[src/design/bchd_pkg.sv]
// Shared types and constants for the button click and hold detector.
package bchd_pkg;

	localparam int unsigned CFG_IDX_W  = 3;
	localparam int unsigned CFG_DATA_W = 16;
	localparam int unsigned TIME_W     = 32;
	localparam int unsigned COUNT_W    = 16;

	// register indexes on the configuration port
	localparam logic [CFG_IDX_W-1:0] REG_BLOCK_ENABLED   = 3'd0;
	localparam logic [CFG_IDX_W-1:0] REG_INVERT_INPUT    = 3'd1;
	localparam logic [CFG_IDX_W-1:0] REG_SAMPLE_INTERVAL = 3'd2;
	localparam logic [CFG_IDX_W-1:0] REG_MIN_PRESS       = 3'd3;
	localparam logic [CFG_IDX_W-1:0] REG_MIN_GAP         = 3'd4;
	localparam logic [CFG_IDX_W-1:0] REG_DOUBLE_SPAN     = 3'd5;
	localparam logic [CFG_IDX_W-1:0] REG_HOLD_INTERVAL   = 3'd6;

	// reset values
	localparam logic [CFG_DATA_W-1:0] RST_SAMPLE_INTERVAL = 16'd5;
	localparam logic [CFG_DATA_W-1:0] RST_MIN_PRESS       = 16'd40;
	localparam logic [CFG_DATA_W-1:0] RST_MIN_GAP         = 16'd40;
	localparam logic [CFG_DATA_W-1:0] RST_DOUBLE_SPAN     = 16'd500;
	localparam logic [CFG_DATA_W-1:0] RST_HOLD_INTERVAL   = 16'd500;

	typedef struct packed {
		logic                  block_enabled;
		logic                  invert_input;
		logic [CFG_DATA_W-1:0] sample_interval_ms;
		logic [CFG_DATA_W-1:0] min_press_ms;
		logic [CFG_DATA_W-1:0] min_gap_ms;
		logic [CFG_DATA_W-1:0] double_span_ms;
		logic [CFG_DATA_W-1:0] hold_interval_ms;
	} cfg_t;

	// packed from the top bit down, so click_total lands in the high bits
	typedef struct packed {
		logic [COUNT_W-1:0] click_total;
		logic               hold_pulse;
		logic               double_click_pulse;
		logic               click_pulse;
		logic               release_pulse;
		logic               push_pulse;
		logic               pressed_level;
		logic               sampled;
	} result_t;

endpackage

[src/design/bchd_cfg.sv]
// Configuration register file for the button click and hold detector.
module bchd_cfg (
	input  logic                            clk,
	input  logic                            arst_n,
	input  logic                            we,
	input  logic [bchd_pkg::CFG_IDX_W-1:0]  index,
	input  logic [bchd_pkg::CFG_DATA_W-1:0] wdata,
	output bchd_pkg::cfg_t                  cfg
);

	bchd_pkg::cfg_t cfg_q;

	always_ff @(posedge clk or negedge arst_n) begin
		if (!arst_n) begin
			cfg_q.block_enabled      <= 1'b1;
			cfg_q.invert_input       <= 1'b0;
			cfg_q.sample_interval_ms <= bchd_pkg::RST_SAMPLE_INTERVAL;
			cfg_q.min_press_ms       <= bchd_pkg::RST_MIN_PRESS;
			cfg_q.min_gap_ms         <= bchd_pkg::RST_MIN_GAP;
			cfg_q.double_span_ms     <= bchd_pkg::RST_DOUBLE_SPAN;
			cfg_q.hold_interval_ms   <= bchd_pkg::RST_HOLD_INTERVAL;
		end else if (we) begin
			case (index)
				bchd_pkg::REG_BLOCK_ENABLED:   cfg_q.block_enabled      <= wdata[0];
				bchd_pkg::REG_INVERT_INPUT:    cfg_q.invert_input       <= wdata[0];
				bchd_pkg::REG_SAMPLE_INTERVAL: cfg_q.sample_interval_ms <= wdata;
				bchd_pkg::REG_MIN_PRESS:       cfg_q.min_press_ms       <= wdata;
				bchd_pkg::REG_MIN_GAP:         cfg_q.min_gap_ms         <= wdata;
				bchd_pkg::REG_DOUBLE_SPAN:     cfg_q.double_span_ms     <= wdata;
				bchd_pkg::REG_HOLD_INTERVAL:   cfg_q.hold_interval_ms   <= wdata;
				default: ;
			endcase
		end
	end

	assign cfg = cfg_q;

endmodule

[src/design/bchd_core.sv]
// Per-tick timing state and event decode of the button click and hold detector.
module bchd_core (
	input  logic                           clk,
	input  logic                           arst_n,
	input  logic                           step,
	input  logic                           pin,
	input  bchd_pkg::cfg_t                 cfg,
	output logic [bchd_pkg::COUNT_W-1:0]   count_cur,
	output bchd_pkg::result_t              res
);

	localparam int unsigned TW = bchd_pkg::TIME_W;

	logic [TW-1:0] now_q, last_sample_q, press_start_q, release_start_q;
	logic [TW-1:0] prior_press_q, prior_release_q, hold_mark_q;
	logic          level_q, click_wait_q;
	logic [bchd_pkg::COUNT_W-1:0] count_q;

	logic [TW-1:0] smp_int, min_press, min_gap, span, hold_int;
	logic [TW-1:0] hold_dt, rel_start_n, plen, gap, prior_len;
	logic          do_sample, lvl, push, rel, hold, wait_mid, clk_ev, dbl;
	logic          plen_ok, prior_ok;

	always_comb begin
		smp_int   = {{(TW-bchd_pkg::CFG_DATA_W){1'b0}}, cfg.sample_interval_ms};
		min_press = {{(TW-bchd_pkg::CFG_DATA_W){1'b0}}, cfg.min_press_ms};
		min_gap   = {{(TW-bchd_pkg::CFG_DATA_W){1'b0}}, cfg.min_gap_ms};
		span      = {{(TW-bchd_pkg::CFG_DATA_W){1'b0}}, cfg.double_span_ms};
		hold_int  = {{(TW-bchd_pkg::CFG_DATA_W){1'b0}}, cfg.hold_interval_ms};

		do_sample = cfg.block_enabled && ((now_q - last_sample_q) >= smp_int);
		lvl       = pin ^ cfg.invert_input;
		push      = do_sample && lvl && !level_q;
		rel       = do_sample && !lvl && level_q;

		// a push restarts the hold mark at now, so its distance is zero
		hold_dt   = push ? '0 : (now_q - hold_mark_q);
		hold      = do_sample && lvl && (hold_dt >= hold_int);

		wait_mid    = push ? 1'b0 : (rel ? 1'b1 : click_wait_q);
		rel_start_n = rel ? now_q : release_start_q;
		plen        = rel_start_n - press_start_q;
		gap         = now_q - rel_start_n;
		plen_ok     = (plen >= min_press) && (plen < hold_int);
		clk_ev      = do_sample && wait_mid && plen_ok && (gap >= min_gap);

		prior_len = prior_release_q - prior_press_q;
		prior_ok  = (prior_len >= min_press) && (prior_len < hold_int);
		dbl       = clk_ev && prior_ok
		            && ((press_start_q - prior_release_q) >= min_gap)
		            && ((now_q - prior_press_q) <= span);

		res.sampled            = do_sample;
		res.pressed_level      = do_sample ? lvl : level_q;
		res.push_pulse         = push;
		res.release_pulse      = rel;
		res.click_pulse        = clk_ev;
		res.double_click_pulse = dbl;
		res.hold_pulse         = hold;
		res.click_total        = count_q + {{(bchd_pkg::COUNT_W-1){1'b0}}, clk_ev};
	end

	always_ff @(posedge clk or negedge arst_n) begin
		if (!arst_n) begin
			now_q           <= '0;
			last_sample_q   <= '0;
			press_start_q   <= '0;
			release_start_q <= '0;
			prior_press_q   <= '0;
			prior_release_q <= '0;
			hold_mark_q     <= '0;
			level_q         <= 1'b0;
			click_wait_q    <= 1'b0;
			count_q         <= '0;
		end else if (step) begin
			now_q <= now_q + {{(TW-1){1'b0}}, 1'b1};
			if (do_sample) begin
				last_sample_q <= now_q;
				level_q       <= lvl;
				click_wait_q  <= clk_ev ? 1'b0 : wait_mid;
			end
			if (push) begin
				prior_press_q   <= press_start_q;
				prior_release_q <= release_start_q;
				press_start_q   <= now_q;
			end
			if (push || hold)
				hold_mark_q <= now_q;
			if (rel)
				release_start_q <= now_q;
			count_q <= res.click_total;
		end
	end

	assign count_cur = count_q;

endmodule

[src/design/button_click_hold_detector.sv]
// Top level of the button click, double click and hold detector.
//
// Usage: one request on the s_ channel per millisecond tick, carrying the raw pin level
// in s_tdata[0]. Each request yields exactly one result request on the m_ channel with
// the sample flag, stored level, push / release / click / double click / hold pulses
// and the 16-bit wrapping click total. Time is counted in requests, not clock cycles,
// so the source sets the tick rate and the block may run from any faster clock.
// Path: a request is held in an input register, then the decode logic feeds the result
// register, which drives m_tvalid and m_tdata.
// Throughput: one request per cycle while the output is not stalled; the decode is a single
// pass of subtracts and compares on the 32-bit timestamps between the two registers.
// Stall: while m_tready is low the result register holds and the input register fills;
// s_tready drops only when both are occupied, and nothing is lost or repeated.
// Reset (arst_n low): time, timestamps, level and click total clear, configuration
// returns to enabled, no inversion, 5 / 40 / 40 / 500 / 500 ms.
// Configuration: cfg_we with cfg_index and cfg_wdata writes one register per edge;
// it is meant to be written while no request is in flight.
module button_click_hold_detector (
	input  logic        clk,
	input  logic        arst_n,
	// configuration write port
	input  logic        cfg_we,
	input  logic [2:0]  cfg_index,
	input  logic [15:0] cfg_wdata,
	// tick input
	input  logic        s_tvalid,
	output logic        s_tready,
	input  logic [7:0]  s_tdata,   // [0] pin_level, [7:1] zero
	// result output
	output logic        m_tvalid,
	input  logic        m_tready,
	output logic [23:0] m_tdata    // [0] sampled, [1] pressed_level, [2] push_pulse,
	                               // [3] release_pulse, [4] click_pulse,
	                               // [5] double_click_pulse, [6] hold_pulse,
	                               // [22:7] click_total, [23] zero
);

	bchd_pkg::cfg_t    cfg;
	bchd_pkg::result_t res, res_q;
	logic [bchd_pkg::COUNT_W-1:0] count_cur;

	logic valid_s1, pin_s1;
	logic out_valid_q;
	logic step;   // input register moves into the result register this edge

	assign step     = valid_s1 && (!out_valid_q || m_tready);
	assign s_tready = !valid_s1 || step;

	bchd_cfg u_cfg (
		.clk    (clk),
		.arst_n (arst_n),
		.we     (cfg_we),
		.index  (cfg_index),
		.wdata  (cfg_wdata),
		.cfg    (cfg)
	);

	bchd_core u_core (
		.clk       (clk),
		.arst_n    (arst_n),
		.step      (step),
		.pin       (pin_s1),
		.cfg       (cfg),
		.count_cur (count_cur),
		.res       (res)
	);

	// input register
	always_ff @(posedge clk or negedge arst_n) begin
		if (!arst_n)
			valid_s1 <= 1'b0;
		else if (s_tready)
			valid_s1 <= s_tvalid;
	end

	always_ff @(posedge clk) begin
		if (s_tvalid && s_tready)
			pin_s1 <= s_tdata[0];
	end

	// result register
	always_ff @(posedge clk or negedge arst_n) begin
		if (!arst_n)
			out_valid_q <= 1'b0;
		else if (step)
			out_valid_q <= 1'b1;
		else if (m_tready)
			out_valid_q <= 1'b0;
	end

	always_ff @(posedge clk) begin
		if (step)
			res_q <= res;
	end

	assign m_tvalid = out_valid_q;
	assign m_tdata  = {1'b0, res_q};

`ifndef NO_ASSERTIONS
	// a full input register with a stalled result register must refuse new ticks
	a_backpressure: assert property (@(posedge clk) disable iff (!arst_n)
		valid_s1 && out_valid_q && !m_tready |-> !s_tready)
		else $error("input accepted while both stages are blocked");

	// push and release cannot happen in one tick
	a_edge_exclusive: assert property (@(posedge clk) disable iff (!arst_n)
		step |-> !(res.push_pulse && res.release_pulse))
		else $error("push and release in the same tick");

	// disabled block never samples
	a_disabled_quiet: assert property (@(posedge clk) disable iff (!arst_n)
		step && !cfg.block_enabled |-> !res.sampled && !res.click_pulse)
		else $error("sample taken while disabled");

	// click total advances by exactly one per click
	a_count_step: assert property (@(posedge clk) disable iff (!arst_n)
		step |=> count_cur == $past(count_cur)
			+ {{(bchd_pkg::COUNT_W-1){1'b0}}, $past(res.click_pulse)})
		else $error("click total out of step with click pulses");
`endif

endmodule
[config.mk]
export PLATFORM = sky130hd
export DESIGN_NAME = button_click_hold_detector
export DESIGN_NICKNAME = d
export VERILOG_FILES = /design/src/design/bchd_pkg.sv /design/src/design/bchd_cfg.sv /design/src/design/bchd_core.sv /design/src/design/button_click_hold_detector.sv
export SDC_FILE = /design/constraint.sdc
export NUM_CORES = 1
export LEC_CHECK = 0
export CELL_PAD_IN_SITES_DETAIL_PLACEMENT = 0
export CELL_PAD_IN_SITES_GLOBAL_PLACEMENT = 2
export CORE_ASPECT_RATIO = 1.2
export CORE_MARGIN = 4
export CORE_UTILIZATION = 40
export DETAILED_ROUTE_END_ITERATION = 6
export DONT_BUFFER_PORTS = 1
export PLACE_DENSITY_LB_ADDON = 0.3
export SLEW_MARGIN = 20
export SYNTH_ARGS = -nofsm -noshare
export SYNTH_HDL_FRONTEND = slang
export SYNTH_SLANG_ARGS = --single-unit
export TNS_END_PERCENT = 1
[constraint.sdc]
create_clock -name clk -period 30.9 [get_ports clk]
set_input_delay 3.09 -clock clk [delete_from_list [all_inputs] [get_ports clk]]
set_output_delay 3.09 -clock clk [all_outputs]
set_load 0.05 [all_outputs]
==> metrics.txt, run 1 <==
# TYPE chip_impl_metric gauge
chip_impl_info{name="critical_path.endpoint_type",value="flip-flop"} 1
chip_impl_metric{name="drt_drc_violations_left",unit=""} 0
chip_impl_metric{name="critical_path_arrival",unit="ns"} 15.15
chip_impl_metric{name="yosys.area.top_type_share",unit=""} 0.2625
chip_impl_metric{name="clk_pin_slew",unit="ns"} 0.06
chip_impl_metric{name="vdd_ir_drop_max",unit="V"} 0.00005067
chip_impl_metric{name="die_outline_area",unit="µm²"} 77580
chip_impl_metric{name="max_clock_freq",unit="GHz"} 0.06744
chip_impl_metric{name="clk-insertion-delay-late",unit="ns"} 0.59
chip_impl_metric{name="finalWorstPathRequiredPeriod",unit="ns"} 14.83
chip_impl_metric{name="synthesis.nets",unit=""} 3786
chip_impl_metric{name="postSynthAreaPerCell",unit="µm²"} 8.646
chip_impl_metric{name="antenna_violating_nets_left",unit=""} 0
chip_impl_metric{name="gpl.final_weighted_congestion",unit=""} 0.9279
chip_impl_metric{name="nNetsFinal",unit=""} 3772
chip_impl_metric{name="starting_density",unit=""} 0.4041
chip_impl_metric{name="dieHeight",unit="µm"} 304.3
chip_impl_metric{name="cp_max_fo",unit=""} 32
chip_impl_metric{name="core",unit="µm²"} 72430
chip_impl_metric{name="route.vias.total",unit=""} 24885
chip_impl_metric{name="cts_htree_levels",unit=""} 2
chip_impl_metric{name="drv.max_cap_violation_count",unit=""} 0
chip_impl_metric{name="buffer_ports.inserted",unit=""} 0
chip_impl_metric{name="grt_use_met3",unit=""} 0.02624
chip_impl_metric{name="numCtsBuffers",unit=""} 43
chip_impl_metric{name="timing.final.max_slew_violations",unit=""} 0
chip_impl_info{name="path_class",value="reg2reg"} 1
chip_impl_info{name="holdPathEnd",value="u_core.count_cur[15]"} 1
chip_impl_info{name="synthTopCellsByCount",value="sky130_fd_sc_hd__ha_1 (362), sky130_fd_sc_hd__inv_1 (345), sky130_fd_sc_hd__nand2_1 (330)"} 1
chip_impl_metric{name="yosys_warnings",unit=""} 0
chip_impl_info{name="reg2reg_start",value="u_core.now_q[2]"} 1
chip_impl_metric{name="ys_seq_elements",unit=""} 350
chip_impl_metric{name="antennaDiodeCount",unit=""} 0
chip_impl_metric{name="max_slew.worst_pin.slew",unit="ns"} 1.096
chip_impl_info{name="outcome",value="finished clean"} 1
chip_impl_metric{name="post_cts_resize_count",unit=""} 0
chip_impl_info{name="post-synth-top-count-cell",value="sky130_fd_sc_hd__ha_1"} 1
chip_impl_metric{name="ys_types",unit=""} 91
chip_impl_metric{name="met1_routing_resource_usage_after_global_routing",unit=""} 0.3196
chip_impl_metric{name="first_pass_grt_wire_length",unit="µm"} 143600
chip_impl_metric{name="avgRoutedWirePerCell",unit="µm"} 21.39
chip_impl_metric{name="detail_route.vias_per_cell",unit=""} 5.735
chip_impl_info{name="cell_accounting_for_the_most_synthesized_area",value="sky130_fd_sc_hd__dfrtp_1"} 1
chip_impl_metric{name="p_per_cell_area",unit="nW/µm²"} 120.8
chip_impl_info{name="min_from",value="u_core.count_cur[15]"} 1
chip_impl_metric{name="power_leakage",unit="nW"} 15.45
chip_impl_info{name="clockRootBuffer",value="sky130_fd_sc_hd__clkbuf_16"} 1
chip_impl_metric{name="mappedNetlistArea",unit="µm²"} 29270
chip_impl_metric{name="grtUsageTotal",unit=""} 0.2367
chip_impl_info{name="clock_tree_from_tritoncts",value="done"} 1
chip_impl_metric{name="fin_crit_sh",unit=""} 0.4798
chip_impl_metric{name="drt_iter0_drc",unit=""} 1583
chip_impl_info{name="timing.critical_path.from_type",value="flip-flop"} 1
chip_impl_metric{name="report.final.setup_viol",unit=""} 0
chip_impl_metric{name="final_layout_size_suffix_gt1_frac",unit=""} 0.08872
chip_impl_metric{name="die_w",unit="µm"} 254.9
chip_impl_info{name="crit_path_top_delay_cell",value="sky130_fd_sc_hd__a2111oi_1"} 1
chip_impl_metric{name="io_pins",unit=""} 58
chip_impl_metric{name="async_reset_ff_frac",unit=""} 0.9314
chip_impl_metric{name="post-cts-setup-buffer-count",unit=""} 0
chip_impl_metric{name="hold_buffers",unit=""} 0
chip_impl_metric{name="timing.hold.worst_path_depth",unit=""} 1
chip_impl_metric{name="fp-row-count",unit=""} 108
chip_impl_metric{name="critical_path_required",unit="ns"} 31.22
chip_impl_metric{name="final-hold-violation-count",unit=""} 0
chip_impl_metric{name="grt_start_max_net_pins",unit=""} 327
chip_impl_metric{name="post_synth_inst_count",unit=""} 3385
chip_impl_metric{name="areaGrowthSynthToFinish",unit="%"} 8.597
chip_impl_metric{name="setup_tns",unit="ns"} 0
chip_impl_metric{name="hpwl",unit="µm"} 74010
chip_impl_info{name="synth.top_cells.by_area",value="sky130_fd_sc_hd__dfrtp_1 (26%), sky130_fd_sc_hd__ha_1 (15%), sky130_fd_sc_hd__o21ai_0 (5.1%)"} 1
chip_impl_info{name="r2r_end",value="m_tdata[22]"} 1
chip_impl_info{name="top_usage_layer",value="met2"} 1
chip_impl_info{name="rsz_0062_raised_after_global_routing",value="false"} 1
chip_impl_metric{name="fin_ws",unit="ns"} 16.07
chip_impl_metric{name="cts_num_sinks",unit=""} 350
chip_impl_metric{name="dp_slack",unit="ns"} 16.23
chip_impl_metric{name="use_met2",unit=""} 0.3982
chip_impl_metric{name="max-clock-path-buffers",unit=""} 3
chip_impl_info{name="synthFlopType",value="sky130_fd_sc_hd__dfrtp_1"} 1
chip_impl_metric{name="wl",unit="µm"} 92800
chip_impl_metric{name="clock-skew-final",unit="ns"} 0.02006
chip_impl_metric{name="grt_antenna_before_repair",unit=""} 1
chip_impl_metric{name="seq_area_frac_synth",unit=""} 0.3042
chip_impl_metric{name="grt_pass1_vias",unit=""} 24915
chip_impl_metric{name="drt_first_pass_iters",unit=""} 6
chip_impl_metric{name="overall_overflow_remaining_after_global_route",unit=""} 0
chip_impl_metric{name="worstRegToRegCells",unit=""} 53
chip_impl_metric{name="max_slew_margin",unit=""} 0.2655
chip_impl_info{name="hp-class",value="reg2reg"} 1
chip_impl_metric{name="number_of_synthesized_flops_with_an_enable_pin",unit=""} 24
chip_impl_metric{name="worst-r2r-setup-slack",unit="ns"} 16.07
chip_impl_metric{name="worst_path_largest_cell_delay",unit="ns"} 0.92
==> how the worst max path moves through the flow <==
stage / startpoint / endpoint / slack, ns / cells after the start
2_1_floorplan: u_core.now_q[1] / m_tdata[21] / 20.33 / 53
3_3_place_gp: u_core.now_q[1] / m_tdata[22] / 16.28 / 53
3_5_place_dp: u_core.now_q[1] / m_tdata[22] / 16.23 / 53
4_1_cts: u_core.now_q[1] / m_tdata[22] / 16.17 / 53
5_1_grt: u_core.now_q[1] / m_tdata[22] / 15.55 / 53
6_report: u_core.now_q[2] / m_tdata[22] / 16.07 / 53
==> stage by stage <==
| step | hold slack [ns] | util | instance area [µm²] | power [mW] | std cells |
|---|---|---|---|---|---|
| global placement | 0.4660 | 0.4187 | 30320 | 3.253 | 4261 |
| global route | 0.5091 | 0.4388 | 31780 | 4.202 | 4339 |
| finish | 0.4885 | 0.4388 | 31780 | 3.839 | 4339 |
| CTS | 0.4965 | 0.4388 | 31780 | 3.855 | 4339 |
| floorplan | 0.4498 | - | 29270 | 2.574 | 3385 |
| detailed placement | 0.4828 | 0.4187 | 30320 | 3.298 | 4261 |
==> worst max-delay path: cells and delay by family, from the launching register on <==
family | cells | cell delay [ns]
flops | 1 | 0.75
simple gates | 21 | 3.84
compound gates | 20 | 6.57
buf+inv | 3 | 0.85
mux | 1 | 0.51
xor+xnor | 3 | 0.46
fa+ha+maj | 5 | 1.57
==> power breakdown <==
group / internal, mW / switching, mW
clock network: 0.316 / 0.215
registers: 0.561 / 0.0801
logic: 1.11 / 1.55
total: 1.99 / 1.85
==> final cells by class <==
type / count / area [µm²]
clock inverters: 21 / 260.3
repair buffers: 39 / 292.8
inverters: 347 / 1303
multi-input cells: 2590 / 18660
clock buffers: 57 / 1199
flip-flops and latches: 350 / 8902
well taps: 935 / 1170
fillers: 7142 / 40650
==> cell families (layout without fill, tap and decap cells) <==
| group | after synthesis | after routing | share of synthesized area |
|---|---|---|---|
| and+or+nand+nor | 914 | 914 | 0.1502 |
| buffers and inverters | 445 | 464 | 0.05921 |
| muxes | 182 | 182 | 0.06768 |
| adders and majority gates | 369 | 369 | 0.1595 |
| xor gates and xnor gates | 180 | 180 | 0.05387 |
| AOI/OAI and AO/OA | 944 | 944 | 0.2052 |
| other | 1 | 1 | 0.0001281 |
| DFF | 350 | 350 | 0.3042 |
==> cells in the final DEF (no fill, tap or decap), types with 15 or more instances in the layout <==
master,instances
sky130_fd_sc_hd__nand2b_1,47
sky130_fd_sc_hd__dfrtp_1,307
sky130_fd_sc_hd__nor3_1,65
sky130_fd_sc_hd__nor4_1,18
sky130_fd_sc_hd__xnor2_1,113
sky130_fd_sc_hd__o21ai_0,296
sky130_fd_sc_hd__edfxtp_1,24
sky130_fd_sc_hd__a31oi_1,24
sky130_fd_sc_hd__dfstp_2,19
sky130_fd_sc_hd__buf_4,39
sky130_fd_sc_hd__a2111oi_0,18
sky130_fd_sc_hd__inv_1,344
sky130_fd_sc_hd__nor2_1,188
sky130_fd_sc_hd__nand3_1,51
sky130_fd_sc_hd__a21o_1,87
sky130_fd_sc_hd__xor2_1,67
sky130_fd_sc_hd__or2_2,15
sky130_fd_sc_hd__ha_1,362
sky130_fd_sc_hd__nand4_1,58
sky130_fd_sc_hd__a211oi_1,42
sky130_fd_sc_hd__a21oi_1,231
sky130_fd_sc_hd__mux2i_1,55
sky130_fd_sc_hd__o21bai_1,26
sky130_fd_sc_hd__o2111ai_1,16
sky130_fd_sc_hd__nand2_1,329
sky130_fd_sc_hd__mux2_2,127
sky130_fd_sc_hd__o211ai_1,22
sky130_fd_sc_hd__o21a_1,39
sky130_fd_sc_hd__clkbuf_16,43
sky130_fd_sc_hd__nor2b_1,34
sky130_fd_sc_hd__and3_1,30
==> registers in the layout, indices dropped and copies added, names as in the netlist <==
name and cells:
m_tvalid 1, u_core.press_start_q 32, pin_s1 1, u_core.prior_press_q 32, u_core.last_sample_q 32, u_core.level_q 1
u_core.now_q 32, m_tdata 23, u_cfg.cfg 82, valid_s1 1, u_core.prior_release_q 32, u_core.click_wait_q 1
u_core.hold_mark_q 32, u_core.count_cur 16, u_core.release_start_q 32
==> routing by layer <==
layer | up-vias | share of wire
met5 | - | 0
met4 | 0 | 0.033
met3 | 151 | 0.039
met2 | 533 | 0.47
met1 | 12043 | 0.45
li1 | 12158 | -
(Power assumes the default switching activity.)
==> inputs of run 2 (changes only) <==
==> constraint.sdc (replaced) <==
create_clock -name clk -period 15.4 [get_ports clk]
set_input_delay 1.54 -clock clk [delete_from_list [all_inputs] [get_ports clk]]
set_output_delay 1.54 -clock clk [all_outputs]
set_load 0.05 [all_outputs]
==> run 2 against run 1 <==
  * Routed wire length fell by 0.67%
  * Global-route usage fell by 0.24 points
  * Sequential cell count did not move
  * Combinational power rose by 100%
  * Critical endpoint is now u_core.count_cur[15]
==> metrics.txt, run 2 (synthesized netlist as in run 1, its figures left out) <==
# TYPE chip_impl_metric gauge
chip_impl_info{name="outcome",value="finished clean"} 1
chip_impl_metric{name="p_per_cell_area",unit="nW/µm²"} 243.8
chip_impl_metric{name="worst_path_largest_cell_delay",unit="ns"} 0.89
chip_impl_metric{name="largest_register_ffs",unit=""} 82
chip_impl_metric{name="drt_drc_violations_left",unit=""} 0
chip_impl_metric{name="route.vias.total",unit=""} 24927
chip_impl_metric{name="antenna_violating_nets_left",unit=""} 0
chip_impl_metric{name="overall_overflow_remaining_after_global_route",unit=""} 0
chip_impl_metric{name="first_pass_grt_wire_length",unit="µm"} 142900
chip_impl_metric{name="max_clock_freq",unit="GHz"} 0.07035
chip_impl_metric{name="numCtsBuffers",unit=""} 43
chip_impl_metric{name="p_int",unit="mW"} 4.053
chip_impl_metric{name="wirelength_met1",unit="µm"} 41460
chip_impl_metric{name="grtUsageTotal",unit=""} 0.2343
chip_impl_metric{name="buffer_ports.inserted",unit=""} 0
chip_impl_metric{name="post-cts-setup-buffer-count",unit=""} 0
chip_impl_info{name="clockRootBuffer",value="sky130_fd_sc_hd__clkbuf_16"} 1
chip_impl_info{name="crit_path_top_delay_cell",value="sky130_fd_sc_hd__a2111oi_0"} 1
chip_impl_metric{name="power.switching_fraction",unit=""} 0.4793
chip_impl_metric{name="total_switching_power",unit="mW"} 3.730
chip_impl_info{name="rsz_0062_raised_after_global_routing",value="false"} 1
chip_impl_metric{name="comb_power_share",unit=""} 0.692
chip_impl_metric{name="nNetsFinal",unit=""} 3776
chip_impl_metric{name="cp_num_buf_inv",unit=""} 5
chip_impl_metric{name="starting_density",unit=""} 0.4041
chip_impl_metric{name="die_outline_area",unit="µm²"} 77580
chip_impl_metric{name="max_slew.worst_pin.slew",unit="ns"} 1.086
chip_impl_metric{name="timing.final.max_slew_violations",unit=""} 0
chip_impl_metric{name="p_clk_frac",unit=""} 0.144
chip_impl_info{name="crit_family",value="compound AO/OA/AOI/OAI gates"} 1
chip_impl_info{name="timing.critical_path.from_type",value="flip-flop"} 1
chip_impl_metric{name="io_pins",unit=""} 58
chip_impl_metric{name="grt_antenna_before_repair",unit=""} 1
chip_impl_metric{name="core",unit="µm²"} 72430
chip_impl_metric{name="die_w",unit="µm"} 254.9
chip_impl_metric{name="setup_tns",unit="ns"} 0
chip_impl_metric{name="cts_htree_levels",unit=""} 2
chip_impl_info{name="highest_metal_used",value="met4"} 1
chip_impl_metric{name="report.final.setup_viol",unit=""} 0
chip_impl_info{name="final_common_cell",value="sky130_fd_sc_hd__ha_1"} 1
chip_impl_metric{name="critical_path_arrival",unit="ns"} 14.67
chip_impl_metric{name="drt_first_pass_iters",unit=""} 7
chip_impl_metric{name="detailroute.wirelength.met2",unit="µm"} 44100
chip_impl_metric{name="avgRoutedWirePerCell",unit="µm"} 21.21
chip_impl_metric{name="final_standard_cell_area_without_fillers",unit="µm²"} 31920
chip_impl_metric{name="post_cts_resize_count",unit=""} 0
chip_impl_metric{name="hpwl",unit="µm"} 73680
chip_impl_metric{name="max_slew_margin",unit=""} 0.2731
chip_impl_metric{name="vdd_ir_drop_max",unit="V"} 0.0001276
chip_impl_metric{name="fillers",unit=""} 7114
chip_impl_metric{name="power_frac_seq",unit=""} 0.164
chip_impl_metric{name="finalWorstPathRequiredPeriod",unit="ns"} 14.21
chip_impl_metric{name="max-clock-path-buffers",unit=""} 3
chip_impl_metric{name="areaGrowthSynthToFinish",unit="%"} 9.063
chip_impl_metric{name="hold_buffers",unit=""} 0
chip_impl_metric{name="dieHeight",unit="µm"} 304.3
chip_impl_metric{name="clk_pin_slew",unit="ns"} 0.06
chip_impl_metric{name="drv.max_cap_violation_count",unit=""} 0
chip_impl_info{name="critical_path.endpoint_type",value="flip-flop"} 1
chip_impl_info{name="hp-class",value="reg2reg"} 1
chip_impl_metric{name="final_core_area_utilization",unit=""} 0.4407
chip_impl_metric{name="clk-insertion-delay-late",unit="ns"} 0.58
chip_impl_metric{name="cp_max_fo",unit=""} 10
chip_impl_metric{name="grt_pass1_vias",unit=""} 25047
chip_impl_info{name="clock_tree_from_tritoncts",value="done"} 1
chip_impl_metric{name="final-hold-violation-count",unit=""} 0
chip_impl_metric{name="gpl.final_weighted_congestion",unit=""} 0.9216
chip_impl_info{name="most-common-layout-cells",value="sky130_fd_sc_hd__ha_1 (362), sky130_fd_sc_hd__inv_1 (344), sky130_fd_sc_hd__nand2_1 (329), sky130_fd_sc_hd__dfrtp_1 (307), sky130_fd_sc_hd__o21ai_0 (296)"} 1
chip_impl_info{name="path_class",value="reg2reg"} 1
chip_impl_metric{name="final_layout_size_suffix_gt1_frac",unit=""} 0.09064
chip_impl_metric{name="fin_crit_sh",unit=""} 0.9230
chip_impl_metric{name="clock-skew-final",unit="ns"} 0.02283
chip_impl_metric{name="wl",unit="µm"} 92180
chip_impl_metric{name="detail_route.vias_per_cell",unit=""} 5.736
chip_impl_metric{name="post_dp_cell_area",unit="µm²"} 30350
chip_impl_metric{name="grt_start_max_net_pins",unit=""} 327
chip_impl_metric{name="fp-row-count",unit=""} 108
chip_impl_metric{name="cts_num_sinks",unit=""} 350
chip_impl_metric{name="drt_iter0_drc",unit=""} 1775
chip_impl_metric{name="power_leakage",unit="nW"} 15.52
chip_impl_metric{name="critical_path_required",unit="ns"} 15.86
chip_impl_metric{name="met3_length",unit="µm"} 3884
[run 2: worst register-to-register path, delay by kind of cell (launching register included)]
kind	cells	cell delay, ns
buffers and inverters	5	0.88
xor gates and xnor gates	3	0.55
and+or+nand+nor	18	3.84
DFF	1	0.49
adders and majority gates	6	1.68
AOI/OAI and AO/OA	16	6.31
muxes	1	0.34
[run 2: through the flow]
step                worst slack (ns)  cells  hold WS, ns  power (mW)
floorplan                      4.828   3385       0.4498       5.164
global placement               1.426   4265       0.4655       6.563
detailed placement             1.457   4265       0.4785       6.643
CTS                            1.342   4344       0.4927       7.814
global route                  0.6714   4344       0.5107       8.484
finish                         1.186   4346       0.4858       7.783
[run 2: path summary, 6_finish.rpt]
| kind | startpoint | endpoint | slack [ns] | cells after the start |
|---|---|---|---|---|
| setup / recovery | u_core.now_q[0] | u_core.count_cur[15] | 1.19 | 49 |
| hold / removal | u_core.count_cur[0] | u_core.count_cur[0] | 0.49 | 2 |
| setup reg to reg | u_core.now_q[0] | u_core.count_cur[15] | 1.19 | 49 |
| hold reg to reg | u_core.count_cur[0] | u_core.count_cur[0] | 0.49 | 2 |
| max in group asynchronous | arst_n | u_core.prior_release_q[4] | 14.18 | 0 |
| min in group asynchronous | arst_n | u_core.count_cur[7] | 0.68 | 0 |
[run 2: layout make-up]
type / count / area, µm² / share of cell area
timing repair buffer: 43 / 322.8 / 0.01011
multi-input combinational: 2590 / 18660 / 0.5845
clock inverter: 21 / 286.5 / 0.008977
inverter: 347 / 1303 / 0.04081
tap: 935 / 1170 / 0.03665
sequential: 350 / 8902 / 0.2789
clock buffer: 58 / 1275 / 0.03994
antenna: 2 / 5.005 / 0.0001568
[run 2: metal layers]
layer / GRT usage / vias to the layer above
met4: 0.06524 / 0
li1: - / 12133
met1: 0.3138 / 12115
met5: 0 / -
met3: 0.02436 / 131
met2: 0.4018 / 548
[run 2: power by group through the flow]
| stage | combinational, mW | sequential, mW | clock [mW] |
|---|---|---|---|
| floorplan | 3.92 | 1.24 | 0 |
| finish | 5.39 | 1.28 | 1.12 |
| global route | 6.00 | 1.30 | 1.18 |
| detailed placement | 5.35 | 1.29 | 0 |
| CTS | 5.38 | 1.28 | 1.15 |
| global placement | 5.27 | 1.29 | 0 |
==> inputs of run 3 (changes only) <==
--- a/config.mk
+++ b/config.mk
@@ -12,7 +12,7 @@
 export CORE_UTILIZATION = 40
 export DETAILED_ROUTE_END_ITERATION = 6
 export DONT_BUFFER_PORTS = 1
-export PLACE_DENSITY_LB_ADDON = 0.3
+export PLACE_DENSITY_LB_ADDON = 0.12
 export SLEW_MARGIN = 20
 export SYNTH_ARGS = -nofsm -noshare
 export SYNTH_HDL_FRONTEND = slang
==> run 3 against run 2 <==
  * Critical path type unchanged
  * Combinational power is essentially flat
  * Via count shrank 0.10%
  * Sequential share of layout area shrank 0.075 points
  * Routed wire length grew 4.2%
  * Critical path depth shrank 2
  * Cell area grew 0.27%
  * Clock skew grew 0.0027 ns
==> metrics.txt, run 3 (synthesized netlist as in run 1, its figures left out) <==
# TYPE chip_impl_metric gauge
chip_impl_info{name="outcome",value="finished clean"} 1
chip_impl_metric{name="drv.max_cap_violation_count",unit=""} 0
chip_impl_metric{name="worst_path_largest_cell_delay",unit="ns"} 0.74
chip_impl_metric{name="die_w",unit="µm"} 254.9
chip_impl_metric{name="vdd_ir_drop_max",unit="V"} 0.0001189
chip_impl_metric{name="placedCellCount",unit=""} 4268
chip_impl_metric{name="post_layout_power",unit="mW"} 7.866
chip_impl_metric{name="power.switching_fraction",unit=""} 0.4781
chip_impl_metric{name="detail_route.vias_per_cell",unit=""} 5.725
chip_impl_metric{name="clock-skew-final",unit="ns"} 0.02551
chip_impl_metric{name="grt_antenna_before_repair",unit=""} 2
chip_impl_metric{name="final-hold-violation-count",unit=""} 0
chip_impl_metric{name="finalWorstPathRequiredPeriod",unit="ns"} 13.60
chip_impl_metric{name="drt_first_pass_iters",unit=""} 7
chip_impl_metric{name="max_slew_margin",unit=""} 0.2860
chip_impl_metric{name="met1_routing_resource_usage_after_global_routing",unit=""} 0.3368
chip_impl_metric{name="worst_hold_slack",unit="ns"} 0.4890
chip_impl_info{name="cpMostUsedCell",value="sky130_fd_sc_hd__and3_1"} 1
chip_impl_metric{name="post_dp_cell_area",unit="µm²"} 30380
chip_impl_info{name="most-common-layout-cells",value="sky130_fd_sc_hd__ha_1 (362), sky130_fd_sc_hd__inv_1 (344), sky130_fd_sc_hd__nand2_1 (329), sky130_fd_sc_hd__dfrtp_1 (307), sky130_fd_sc_hd__o21ai_0 (296)"} 1
chip_impl_metric{name="power_leakage",unit="nW"} 15.57
chip_impl_metric{name="p_int",unit="mW"} 4.105
chip_impl_metric{name="max_clock_freq",unit="GHz"} 0.07352
chip_impl_metric{name="hold_buffers",unit=""} 0
chip_impl_info{name="crit_path_top_delay_cell",value="sky130_fd_sc_hd__a221oi_2"} 1
chip_impl_info{name="rsz_0062_raised_after_global_routing",value="false"} 1
chip_impl_metric{name="finish.cell_count_without_fillers",unit=""} 4350
chip_impl_info{name="clock_tree_from_tritoncts",value="done"} 1
chip_impl_metric{name="post_cts_resize_count",unit=""} 0
chip_impl_metric{name="setup_tns",unit="ns"} 0
chip_impl_metric{name="areaGrowthSynthToFinish",unit="%"} 9.358
chip_impl_metric{name="buffer_ports.inserted",unit=""} 0
chip_impl_metric{name="fillers",unit=""} 7178
chip_impl_metric{name="final_layout_size_suffix_gt1_frac",unit=""} 0.09048
chip_impl_metric{name="max-clock-path-buffers",unit=""} 3
chip_impl_metric{name="worstRegToRegCells",unit=""} 47
chip_impl_metric{name="timing.final.max_slew_violations",unit=""} 0
chip_impl_metric{name="overall_overflow_remaining_after_global_route",unit=""} 0
chip_impl_metric{name="fp-row-count",unit=""} 108
chip_impl_metric{name="numCtsBuffers",unit=""} 45
chip_impl_metric{name="drt_iter0_drc",unit=""} 1558
chip_impl_metric{name="cts_htree_levels",unit=""} 2
chip_impl_metric{name="post-cts-setup-buffer-count",unit=""} 0
chip_impl_metric{name="grt_use_met3",unit=""} 0.02564
chip_impl_metric{name="fin_crit_sh",unit=""} 0.8833
chip_impl_metric{name="die_outline_area",unit="µm²"} 77580
chip_impl_info{name="final_common_cell",value="sky130_fd_sc_hd__ha_1"} 1
chip_impl_metric{name="clk_pin_slew",unit="ns"} 0.06
chip_impl_metric{name="final_core_area_utilization",unit=""} 0.4419
chip_impl_metric{name="grtUsageTotal",unit=""} 0.2452
chip_impl_metric{name="hpwl",unit="µm"} 76220
chip_impl_metric{name="p_per_cell_area",unit="nW/µm²"} 245.8
chip_impl_info{name="timing.critical_path.from_type",value="flip-flop"} 1
chip_impl_metric{name="final_standard_cell_area_without_fillers",unit="µm²"} 32010
chip_impl_metric{name="critical_path_required",unit="ns"} 15.87
chip_impl_metric{name="antenna_violating_nets_left",unit=""} 0
chip_impl_info{name="path_class",value="reg2reg"} 1
chip_impl_metric{name="largest_register_ffs",unit=""} 82
chip_impl_metric{name="starting_density",unit=""} 0.4041
chip_impl_metric{name="core",unit="µm²"} 72430
chip_impl_metric{name="avgRoutedWirePerCell",unit="µm"} 22.09
chip_impl_metric{name="cts_num_sinks",unit=""} 350
chip_impl_metric{name="grt_pass1_vias",unit=""} 25201
chip_impl_metric{name="p_clk_frac",unit=""} 0.150
chip_impl_metric{name="timing.hold.worst_path_depth",unit=""} 2
chip_impl_metric{name="route.vias.total",unit=""} 24902
chip_impl_metric{name="first_pass_grt_wire_length",unit="µm"} 148300
chip_impl_metric{name="antennaDiodeCount",unit=""} 0
chip_impl_metric{name="comb_power_share",unit=""} 0.688
chip_impl_metric{name="gpl.final_weighted_congestion",unit=""} 0.9229
chip_impl_metric{name="use_met2",unit=""} 0.4145
chip_impl_metric{name="report.final.setup_viol",unit=""} 0
chip_impl_info{name="hp-class",value="reg2reg"} 1
chip_impl_metric{name="dp_slack",unit="ns"} 1.695
chip_impl_metric{name="critical_path_arrival",unit="ns"} 14.07
chip_impl_info{name="clockRootBuffer",value="sky130_fd_sc_hd__clkbuf_16"} 1
chip_impl_metric{name="total_switching_power",unit="mW"} 3.761
chip_impl_metric{name="grt_start_max_net_pins",unit=""} 327
chip_impl_metric{name="cp_max_fo",unit=""} 13
chip_impl_metric{name="max_slew.worst_pin.slew",unit="ns"} 1.064
chip_impl_metric{name="nNetsFinal",unit=""} 3781
chip_impl_metric{name="drt_drc_violations_left",unit=""} 0
chip_impl_metric{name="fin_ws",unit="ns"} 1.797
chip_impl_metric{name="io_pins",unit=""} 58
chip_impl_metric{name="wl",unit="µm"} 96070
chip_impl_metric{name="power_frac_seq",unit=""} 0.163
chip_impl_metric{name="clk-insertion-delay-late",unit="ns"} 0.58
chip_impl_info{name="top_usage_layer",value="met2"} 1
chip_impl_metric{name="dieHeight",unit="µm"} 304.3
chip_impl_info{name="critical_path.endpoint_type",value="flip-flop"} 1
## run 3: changes by cell type in the layout (fill, tap and decap cells not counted), sizes merged
cell	before	now
buf	43	46
bufinv	6	10
clkbuf	58	60
clkinvlp	6	4
diode	2	0
inv	348	347
## run 3: worst paths after layout
path / startpoint / end / slack (ns)
worst max-delay path: u_core.now_q[0] / u_core.count_cur[15] / 1.80
min in group asynchronous: arst_n / u_core.hold_mark_q[27] / 0.65
worst min register to register: u_core.count_cur[0] / u_core.count_cur[0] / 0.49
worst max register to register: u_core.now_q[0] / u_core.count_cur[15] / 1.80
worst min-delay path: u_core.count_cur[0] / u_core.count_cur[0] / 0.49
max in group asynchronous: arst_n / u_core.prior_press_q[1] / 14.04
## run 3: worst max-delay path, delay by kind of cell (launching register included)
kind                       cells  cell delay [ns]
and+or+nand+nor               18             3.63
DFF                            1             0.49
adders and majority gates      5             1.47
xor gates and xnor gates       3             0.52
muxes                          1             0.32
buffers and inverters          5             1.12
AOI/OAI and AO/OA             15             5.90
## run 3: layout make-up
type	instances	area (µm²)	area share
Clock buffer	60	1234	0.03855
Clock inverter	22	389.1	0.01216
Inverter	347	1303	0.04070
Multi-Input combinational cell	2590	18660	0.5831
Sequential cell	350	8902	0.2781
Tap cell	935	1170	0.03655
Timing Repair Buffer	46	345.3	0.01079
## run 3: power by group through the flow
stage | combinational, mW | clock [mW] | sequential, mW
5_1_grt | 6.05 | 1.25 | 1.30
4_1_cts | 5.43 | 1.21 | 1.28
3_3_place_gp | 5.33 | 0 | 1.29
3_5_place_dp | 5.39 | 0 | 1.29
2_1_floorplan | 3.92 | 0 | 1.24
6_report | 5.41 | 1.18 | 1.28
## run 3: per-layer routing
layer,wire length [µm],vias up
li1,-,12174
met1,44800,12161
met2,45780,455
met3,3063,112
met4,2421,0
met5,0,-
